[config.mk]
export PLATFORM = sky130hd
export DESIGN_NAME = lru_object_cache_table
export DESIGN_NICKNAME = d
export VERILOG_FILES = /design/src/rtl/lruc_pkg.sv /design/src/rtl/lruc_ram.sv /design/src/rtl/lruc_ctrl.sv /design/src/rtl/lru_object_cache_table.sv
export SDC_FILE = /design/constraint.sdc
export NUM_CORES = 2
export LEC_CHECK = 0
export BUFFER_PORTS_ARGS = -buffer_cell sky130_fd_sc_hd__buf_2
export CAP_MARGIN = 20
export CORE_AREA = 2 2 365 367
export DETAILED_ROUTE_END_ITERATION = 8
export DIE_AREA = 0 0 367 369
export MAX_ROUTING_LAYER = met4
export PLACE_DENSITY = 0.84
export SYNTH_ARGS = -nofsm -noshare
export SYNTH_HDL_FRONTEND = slang
export SYNTH_SLANG_ARGS = --single-unit
[constraint.sdc]
create_clock -name aclk -period 13.4 [get_ports aclk]
set_input_delay 2.01 -clock aclk [delete_from_list [all_inputs] [get_ports aclk]]
set_output_delay 2.01 -clock aclk [all_outputs]
set_load 0.05 [all_outputs]
[src/rtl/lruc_pkg.sv]
`timescale 1ns / 1ps

package lruc_pkg;

    // Field widths fixed by the stream format
    localparam int KEY_W   = 64;
    localparam int SIZE_W  = 17;
    localparam int SLOT_W  = 6;
    localparam int STAMP_W = 32;

    // Largest object the table records; bigger stores are clipped to this
    localparam logic [SIZE_W-1:0] MAX_OBJ_BYTES = 17'd102400;

    // Request kinds carried on s_tuser
    typedef enum logic [1:0] {
        REQ_LOOKUP = 2'd0,
        REQ_STORE  = 2'd1,
        REQ_TICK   = 2'd2,
        REQ_NOP    = 2'd3
    } lruc_req_t;

    // One result as handed from the controller to the output stage
    typedef struct packed {
        logic              hit;
        logic [SLOT_W-1:0] slot_index;
        logic [SIZE_W-1:0] found_size;
    } lruc_result_t;

endpackage

[src/rtl/lruc_ram.sv]
`timescale 1ns / 1ps

module lruc_ram #(
    parameter int WIDTH = 32,
    parameter int DEPTH = 16,
    localparam int ADDR_W = $clog2(DEPTH)
) (
    input  logic              aclk,
    input  logic              wr_en,
    input  logic [ADDR_W-1:0] wr_addr,
    input  logic [WIDTH-1:0]  wr_data,
    input  logic              rd_en,
    input  logic [ADDR_W-1:0] rd_addr,
    output logic [WIDTH-1:0]  rd_data
);

    logic [WIDTH-1:0] mem_reg [DEPTH];
    logic [WIDTH-1:0] rd_data_reg;

    // Single write port, registered read port
    always_ff @(posedge aclk) begin
        if (wr_en) begin
            mem_reg[wr_addr] <= wr_data;
        end
        if (rd_en) begin
            rd_data_reg <= mem_reg[rd_addr];
        end
    end

    assign rd_data = rd_data_reg;

endmodule

[src/rtl/lruc_ctrl.sv]
`timescale 1ns / 1ps

module lruc_ctrl
    import lruc_pkg::*;
#(
    parameter int ENTRIES  = 16,
    parameter int KEY_BITS = 64,
    localparam int IDX_W = $clog2(ENTRIES),
    localparam int CNT_W = $clog2(ENTRIES + 1),
    localparam int MEM_W = STAMP_W + SIZE_W + KEY_BITS
) (
    input  logic                aclk,
    input  logic                aresetn,
    // request side
    input  logic                req_valid,
    output logic                req_ready,
    input  lruc_req_t           req_type,
    input  logic [KEY_BITS-1:0] req_key,
    input  logic [SIZE_W-1:0]   req_size,
    // entry memory
    output logic                mem_rd_en,
    output logic [IDX_W-1:0]    mem_rd_addr,
    input  logic [MEM_W-1:0]    mem_rd_data,
    output logic                mem_wr_en,
    output logic [IDX_W-1:0]    mem_wr_addr,
    output logic [MEM_W-1:0]    mem_wr_data,
    // result side
    output logic                res_valid,
    input  logic                res_ready,
    output lruc_result_t        res
);

    typedef enum logic [2:0] {
        ST_IDLE = 3'b001,
        ST_SCAN = 3'b010,
        ST_RESP = 3'b100
    } lruc_state_t;

    lruc_state_t         state_reg, state_next;
    logic [CNT_W-1:0]    fill_reg, fill_next;
    logic [STAMP_W-1:0]  now_reg, now_next;
    lruc_req_t           kind_reg, kind_next;
    logic [KEY_BITS-1:0] key_reg, key_next;
    logic [SIZE_W-1:0]   size_reg, size_next;
    logic                issue_reg, issue_next;
    logic [IDX_W-1:0]    rd_idx_reg, rd_idx_next;
    logic [IDX_W-1:0]    last_idx_reg, last_idx_next;
    logic                dv_reg, dv_next;
    logic [IDX_W-1:0]    dv_idx_reg, dv_idx_next;
    logic [IDX_W-1:0]    best_idx_reg, best_idx_next;
    logic [STAMP_W-1:0]  best_stamp_reg, best_stamp_next;
    lruc_result_t        res_reg, res_next;
    logic                wr_pend_reg, wr_pend_next;
    logic [IDX_W-1:0]    wr_idx_reg, wr_idx_next;

    // Unpacked read data: {stamp, size, key}
    logic [KEY_BITS-1:0] rd_key;
    logic [SIZE_W-1:0]   rd_size;
    logic [STAMP_W-1:0]  rd_stamp;
    logic                take_rd;
    logic [IDX_W-1:0]    sel_idx;

    assign rd_key   = mem_rd_data[KEY_BITS-1:0];
    assign rd_size  = mem_rd_data[KEY_BITS +: SIZE_W];
    assign rd_stamp = mem_rd_data[KEY_BITS + SIZE_W +: STAMP_W];

    // Victim search: first entry, or a strictly older stamp, takes over
    assign take_rd = (dv_idx_reg == '0) || (rd_stamp < best_stamp_reg);
    assign sel_idx = take_rd ? dv_idx_reg : best_idx_reg;

    assign req_ready   = (state_reg == ST_IDLE);
    assign res_valid   = (state_reg == ST_RESP);
    assign res         = res_reg;
    assign mem_rd_en   = (state_reg == ST_SCAN) && issue_reg;
    assign mem_rd_addr = rd_idx_reg;
    assign mem_wr_en   = (state_reg == ST_RESP) && res_ready && wr_pend_reg;
    assign mem_wr_addr = wr_idx_reg;
    assign mem_wr_data = {now_reg, size_reg, key_reg};

    // Sequencer: accept, scan entries one per cycle, then write back and report
    always_comb begin
        state_next      = state_reg;
        fill_next       = fill_reg;
        now_next        = now_reg;
        kind_next       = kind_reg;
        key_next        = key_reg;
        size_next       = size_reg;
        issue_next      = issue_reg;
        rd_idx_next     = rd_idx_reg;
        last_idx_next   = last_idx_reg;
        dv_next         = dv_reg;
        dv_idx_next     = dv_idx_reg;
        best_idx_next   = best_idx_reg;
        best_stamp_next = best_stamp_reg;
        res_next        = res_reg;
        wr_pend_next    = wr_pend_reg;
        wr_idx_next     = wr_idx_reg;

        unique case (state_reg)
            ST_IDLE: begin
                if (req_valid) begin
                    kind_next   = req_type;
                    key_next    = req_key;
                    size_next   = (req_size > MAX_OBJ_BYTES) ? MAX_OBJ_BYTES : req_size;
                    rd_idx_next = '0;
                    dv_next     = 1'b0;
                    res_next    = '0;
                    wr_pend_next = 1'b0;
                    unique case (req_type)
                        REQ_LOOKUP: begin
                            if (fill_reg == '0) begin
                                state_next = ST_RESP;
                            end else begin
                                issue_next    = 1'b1;
                                last_idx_next = IDX_W'(fill_reg - CNT_W'(1));
                                state_next    = ST_SCAN;
                            end
                        end
                        REQ_STORE: begin
                            if (fill_reg == CNT_W'(ENTRIES)) begin
                                issue_next    = 1'b1;
                                last_idx_next = IDX_W'(ENTRIES - 1);
                                state_next    = ST_SCAN;
                            end else begin
                                // free slot: append at the fill point
                                wr_pend_next        = 1'b1;
                                wr_idx_next         = IDX_W'(fill_reg);
                                res_next.slot_index = SLOT_W'(fill_reg);
                                fill_next           = fill_reg + CNT_W'(1);
                                state_next          = ST_RESP;
                            end
                        end
                        REQ_TICK: begin
                            now_next   = now_reg + STAMP_W'(1);
                            state_next = ST_RESP;
                        end
                        REQ_NOP: begin
                            state_next = ST_RESP;
                        end
                        default: begin
                            state_next = ST_RESP;
                        end
                    endcase
                end
            end

            ST_SCAN: begin
                // the compare works on the read issued in the cycle before
                if (issue_reg) begin
                    rd_idx_next = rd_idx_reg + IDX_W'(1);
                    if (rd_idx_reg == last_idx_reg) begin
                        issue_next = 1'b0;
                    end
                end
                dv_next     = issue_reg;
                dv_idx_next = rd_idx_reg;

                if (dv_reg) begin
                    if (kind_reg == REQ_LOOKUP) begin
                        if (rd_key == key_reg) begin
                            // hit: refresh stamp, keep key and size
                            res_next.hit        = 1'b1;
                            res_next.slot_index = SLOT_W'(dv_idx_reg);
                            res_next.found_size = rd_size;
                            size_next           = rd_size;
                            wr_pend_next        = 1'b1;
                            wr_idx_next         = dv_idx_reg;
                            issue_next          = 1'b0;
                            dv_next             = 1'b0;
                            state_next          = ST_RESP;
                        end else if (dv_idx_reg == last_idx_reg) begin
                            issue_next = 1'b0;
                            dv_next    = 1'b0;
                            state_next = ST_RESP;
                        end
                    end else begin
                        if (take_rd) begin
                            best_idx_next   = dv_idx_reg;
                            best_stamp_next = rd_stamp;
                        end
                        if (dv_idx_reg == last_idx_reg) begin
                            res_next.slot_index = SLOT_W'(sel_idx);
                            wr_pend_next        = 1'b1;
                            wr_idx_next         = sel_idx;
                            issue_next          = 1'b0;
                            dv_next             = 1'b0;
                            state_next          = ST_RESP;
                        end
                    end
                end
            end

            ST_RESP: begin
                if (res_ready) begin
                    wr_pend_next = 1'b0;
                    state_next   = ST_IDLE;
                end
            end

            default: begin
                state_next = ST_IDLE;
            end
        endcase
    end

    // Control state
    always_ff @(posedge aclk) begin
        if (!aresetn) begin
            state_reg   <= ST_IDLE;
            fill_reg    <= '0;
            now_reg     <= '0;
            issue_reg   <= 1'b0;
            dv_reg      <= 1'b0;
            wr_pend_reg <= 1'b0;
        end else begin
            state_reg   <= state_next;
            fill_reg    <= fill_next;
            now_reg     <= now_next;
            issue_reg   <= issue_next;
            dv_reg      <= dv_next;
            wr_pend_reg <= wr_pend_next;
        end
    end

    // Payload and scan bookkeeping
    always_ff @(posedge aclk) begin
        kind_reg       <= kind_next;
        key_reg        <= key_next;
        size_reg       <= size_next;
        rd_idx_reg     <= rd_idx_next;
        last_idx_reg   <= last_idx_next;
        dv_idx_reg     <= dv_idx_next;
        best_idx_reg   <= best_idx_next;
        best_stamp_reg <= best_stamp_next;
        res_reg        <= res_next;
        wr_idx_reg     <= wr_idx_next;
    end

endmodule

[src/rtl/lru_object_cache_table.sv]
`timescale 1ns / 1ps
// Tick, unknown request and store into a free slot go straight from acceptance to the result
// register; a lookup first scans up to fill_count entries and a store into a full table all
// ENTRIES entries, one entry per cycle through the entry RAM's single read port.
// Throughput: one request at a time; the next request is taken once the result has
// moved to the output register. Reset (aresetn low, synchronous) empties the table and
// zeroes the seconds counter at once; no clearing pass is needed.

module lru_object_cache_table
    import lruc_pkg::*;
#(
    parameter int ENTRIES  = 16,
    parameter int KEY_BITS = 64
) (
    input  logic        aclk,
    input  logic        aresetn,
    input  logic        s_tvalid,
    output logic        s_tready,
    input  logic [87:0] s_tdata,   // [63:0] obj_key, [80:64] object_size, rest zero
    input  logic [1:0]  s_tuser,   // [1:0] req_type
    output logic        m_tvalid,
    input  logic        m_tready,
    output logic [23:0] m_tdata,   // [5:0] slot_index, [22:6] found_size, rest zero
    output logic [0:0]  m_tuser    // [0] hit
);

    localparam int IDX_W = $clog2(ENTRIES);
    localparam int MEM_W = STAMP_W + SIZE_W + KEY_BITS;

    logic               mem_rd_en;
    logic [IDX_W-1:0]   mem_rd_addr;
    logic [MEM_W-1:0]   mem_rd_data;
    logic               mem_wr_en;
    logic [IDX_W-1:0]   mem_wr_addr;
    logic [MEM_W-1:0]   mem_wr_data;
    logic               res_valid;
    logic               res_ready;
    lruc_result_t       res;
    logic               m_valid_reg, m_valid_next;
    lruc_result_t       m_res_reg, m_res_next;

    // Entry store: key, size and stamp side by side
    lruc_ram #(
        .WIDTH (MEM_W),
        .DEPTH (ENTRIES)
    ) u_entry_ram (
        .aclk    (aclk),
        .wr_en   (mem_wr_en),
        .wr_addr (mem_wr_addr),
        .wr_data (mem_wr_data),
        .rd_en   (mem_rd_en),
        .rd_addr (mem_rd_addr),
        .rd_data (mem_rd_data)
    );

    lruc_ctrl #(
        .ENTRIES  (ENTRIES),
        .KEY_BITS (KEY_BITS)
    ) u_ctrl (
        .aclk        (aclk),
        .aresetn     (aresetn),
        .req_valid   (s_tvalid),
        .req_ready   (s_tready),
        .req_type    (lruc_req_t'(s_tuser)),
        .req_key     (s_tdata[KEY_BITS-1:0]),
        .req_size    (s_tdata[KEY_W +: SIZE_W]),
        .mem_rd_en   (mem_rd_en),
        .mem_rd_addr (mem_rd_addr),
        .mem_rd_data (mem_rd_data),
        .mem_wr_en   (mem_wr_en),
        .mem_wr_addr (mem_wr_addr),
        .mem_wr_data (mem_wr_data),
        .res_valid   (res_valid),
        .res_ready   (res_ready),
        .res         (res)
    );

    // Output register decouples the scan from the downstream stall
    assign res_ready = !m_valid_reg || m_tready;

    always_comb begin
        m_valid_next = m_valid_reg;
        m_res_next   = m_res_reg;
        if (res_ready) begin
            m_valid_next = res_valid;
            m_res_next   = res;
        end
    end

    always_ff @(posedge aclk) begin
        if (!aresetn) begin
            m_valid_reg <= 1'b0;
        end else begin
            m_valid_reg <= m_valid_next;
        end
    end

    always_ff @(posedge aclk) begin
        m_res_reg <= m_res_next;
    end

    assign m_tvalid = m_valid_reg;
    assign m_tdata  = {1'b0, m_res_reg.found_size, m_res_reg.slot_index};
    assign m_tuser  = m_res_reg.hit;

endmodule

==> qor.txt <==
Netlist Area Pre-Place -> 81,000 sq um
WP buf/inv -> 3
Yosys cell types -> 59
layout cell share with drive strength beyond 1 -> 27.2%
Area Growth Syn to Fin -> 11.3%
Post-Route M1 WL -> 67,200 microns
global-route wire length before repair -> 286,000 microns
Hold Startpoint -> u_ctrl.res[20]
Synth warnings -> 0
Post-synth EDFFs -> 2,102
WL final -> 200,000 microns
placed insts -> 5,186
ys flop type -> edfxtp_1
via total after detailed routing -> 38,836
final setup fails -> 0
WL/cell -> 36.0 microns
critical path, cell by cell -> buf_4 -> buf_12 -> buf_12 -> mux4_2 -> mux4_2
PortBufs -> 111
ys async rst share -> 0%
Pwr Density -> 153 nW/um^2
met2 routed WL -> 105,000 microns
TritonCTS buffer count -> 196
Post-Layout Cell Count -> 5,544
Starting DRT DRC Count -> 5,513
final hold violation count -> 0
Setup TNS Final -> 0 ns
post-layout min period -> 4.94 ns
Leak -> 27.3 nW
Initial Utilization -> 61.8%
max reg flops -> 1,808
most frequent cells in the layout -> edfxtp_1 (2,102), mux4_2 (565), clkbuf_16 (203)
gr usage total -> 30.9%
Overflow after GRT -> 0
routed vias/inst -> 7.01
initial antenna violation count -> 1
max cap viols -> 0
largest net degree at the start of global routing -> 170
Clock transition at path regs -> 0.07 ns
Core Rows -> 133
worst skew pair latency -> 0.83 ns
Critical Path Stages -> 5
peak supply drop -> 0.216 mV
Worst Max-Slew Pin Slew -> 1.08 ns
CP top delay family -> buffers and inverters
CP max stage cell -> edfxtp_1
crit path max fanout -> 169
Worst setup EP type -> flip-flop
die area -> 135,000 sq um
slowest stage delay, CP -> 0.94 ns
critical path required time -> 13.96 ns
Nets -> 3,762
DR pass1 iterations -> 6
flops & latches, synth -> 2,146
Worst R2R Start -> u_ctrl.mem_rd_addr[1]
max-slew violations -> 0
Fmax -> 203 MHz
critical path type -> flip-flop to flip-flop
Mapped Cells -> 3,404
Avg Synthesized Cell Area -> 23.8 sq um
minimum setup slack after placement -> 8.11 ns
Placer Congestion -> 0.812
Setup WS post-layout -> 8.46 ns
Setup Fix Bufs, Post-CTS -> 0
Rel. slew slack -> 27.2%
RSZ-0062 raised after global routing -> no
Worst Reg-to-Reg Cells -> 5
clock skew -> 0.0306 ns
antenna violation net count after detailed routing -> 0
Final period util -> 36.8%
fill count -> 7,333
vias in the first global route -> 40,176
quantity of hold-fixing buffers added after cts -> 0
worst hold path depth -> 0
met3 WL post-DR -> 19,300 microns
DRC -> 0
die width -> 367 microns
CTS Sinks -> 2,146
top sig layer -> met4
# IOs -> 121
CTS max path bufs -> 3
status -> finished, final reports clean
post_cts resized -> 0
Final HPWL DP -> 88,000 microns
CTS root buf -> clkbuf_16
Core ar. -> 131,000 sq um
CP startpoint kind -> flip-flop
commonest non-fill, non-tap cell in the layout -> edfxtp_1
CTS tree -> yes
CP Data Arrival Time -> 5.49 ns
Worst Setup SP -> u_ctrl.mem_rd_addr[1]
die height -> 369 microns
post-synthesis sequential area ratio -> 79.0%
H-tree Lvls -> 4
worst hold path type -> flip-flop to flip-flop
==> final cells by class <==
class,count,area (sq um),area share (%)
timing repair buffer,175,1230,1.37
inverter,66,248,0.275
antenna,1,2.50,0.00278
clock buffer,258,5340,5.92
clock inverter,96,858,0.952
tap,1755,2200,2.44
sequential,2146,64000,71.0
multi-input combinational,1047,16200,18.0
==> routing by layer <==
metal | vias up | global-route usage (%)
met5 | - | -
met2 | 3091 | 51.5
met1 | 20367 | 38.6
li1 | 14837 | -
met4 | 0 | 12.3
met3 | 541 | 4.77
==> stage by stage <==
stage               power, mW  instance area (sq um)  utilization, %  hold slack [ns]
finish                   13.8                  90100            68.7            0.418
global route             14.1                  90100            68.7            0.423
CTS                      13.8                  90000            68.7            0.418
detailed placement       8.41                  83900            63.9            0.405
global placement         8.38                  83900            63.9            0.402
floorplan                8.19                  81000               -            0.400
==> path summary, 6_finish.rpt <==
check	to	slack, ns
min	m_tdata[3]	0.42
min reg2reg	m_tdata[3]	0.42
max reg2reg	u_entry_ram.rd_data[41]	8.46
max	u_entry_ram.rd_data[41]	8.46
==> cells in the mapped netlist, drive strengths merged (4+ instances only) <==
cell	number	area [sq um]
o21ai	19	95.1
nor3	10	50.1
mux2	4	45.0
a31oi	5	31.3
inv	66	248
nor4	15	109
mux2i	6	60.1
and2	49	307
dfxtp	44	881
xor2	35	307
and3	7	43.8
nor2	42	158
or3	8	50.1
and4	6	55.1
xnor2	50	438
nand2b	8	50.1
nand4	23	159
a21o	18	135
buf	75	365
a21oi	16	83.8
clkbuf	71	267
mux4	565	12700
o2bb2ai	6	52.6
o22ai	10	62.6
ha	36	450
edfxtp	2102	63100
a21boi	9	67.6
nor2b	11	68.8
nand2	37	139
a221oi	4	35.0
nand3	19	95.1
==> cells by family after synthesis <==
| family | Yosys count | synth area share (%) |
|---|---|---|
| AO/OA/AOI/OAI | 107 | 0.904 |
| XOR/XNOR | 85 | 0.919 |
| adder cells (fa/ha/maj) | 36 | 0.556 |
| buffers and inverters | 212 | 1.09 |
| flip-flops | 2146 | 79.0 |
| multiplexers | 575 | 15.8 |
| other | 1 | 0.00463 |
| AND/OR/NAND/NOR | 242 | 1.66 |
==> power breakdown <==
part           total [mW]  internal, mW  switching [mW]  leakage [nW]
combinational       0.692         0.321           0.371          5.64
sequential           7.60          7.47           0.129          18.7
clock                5.50          3.08            2.42          2.99
(Power assumes the default switching activity.)
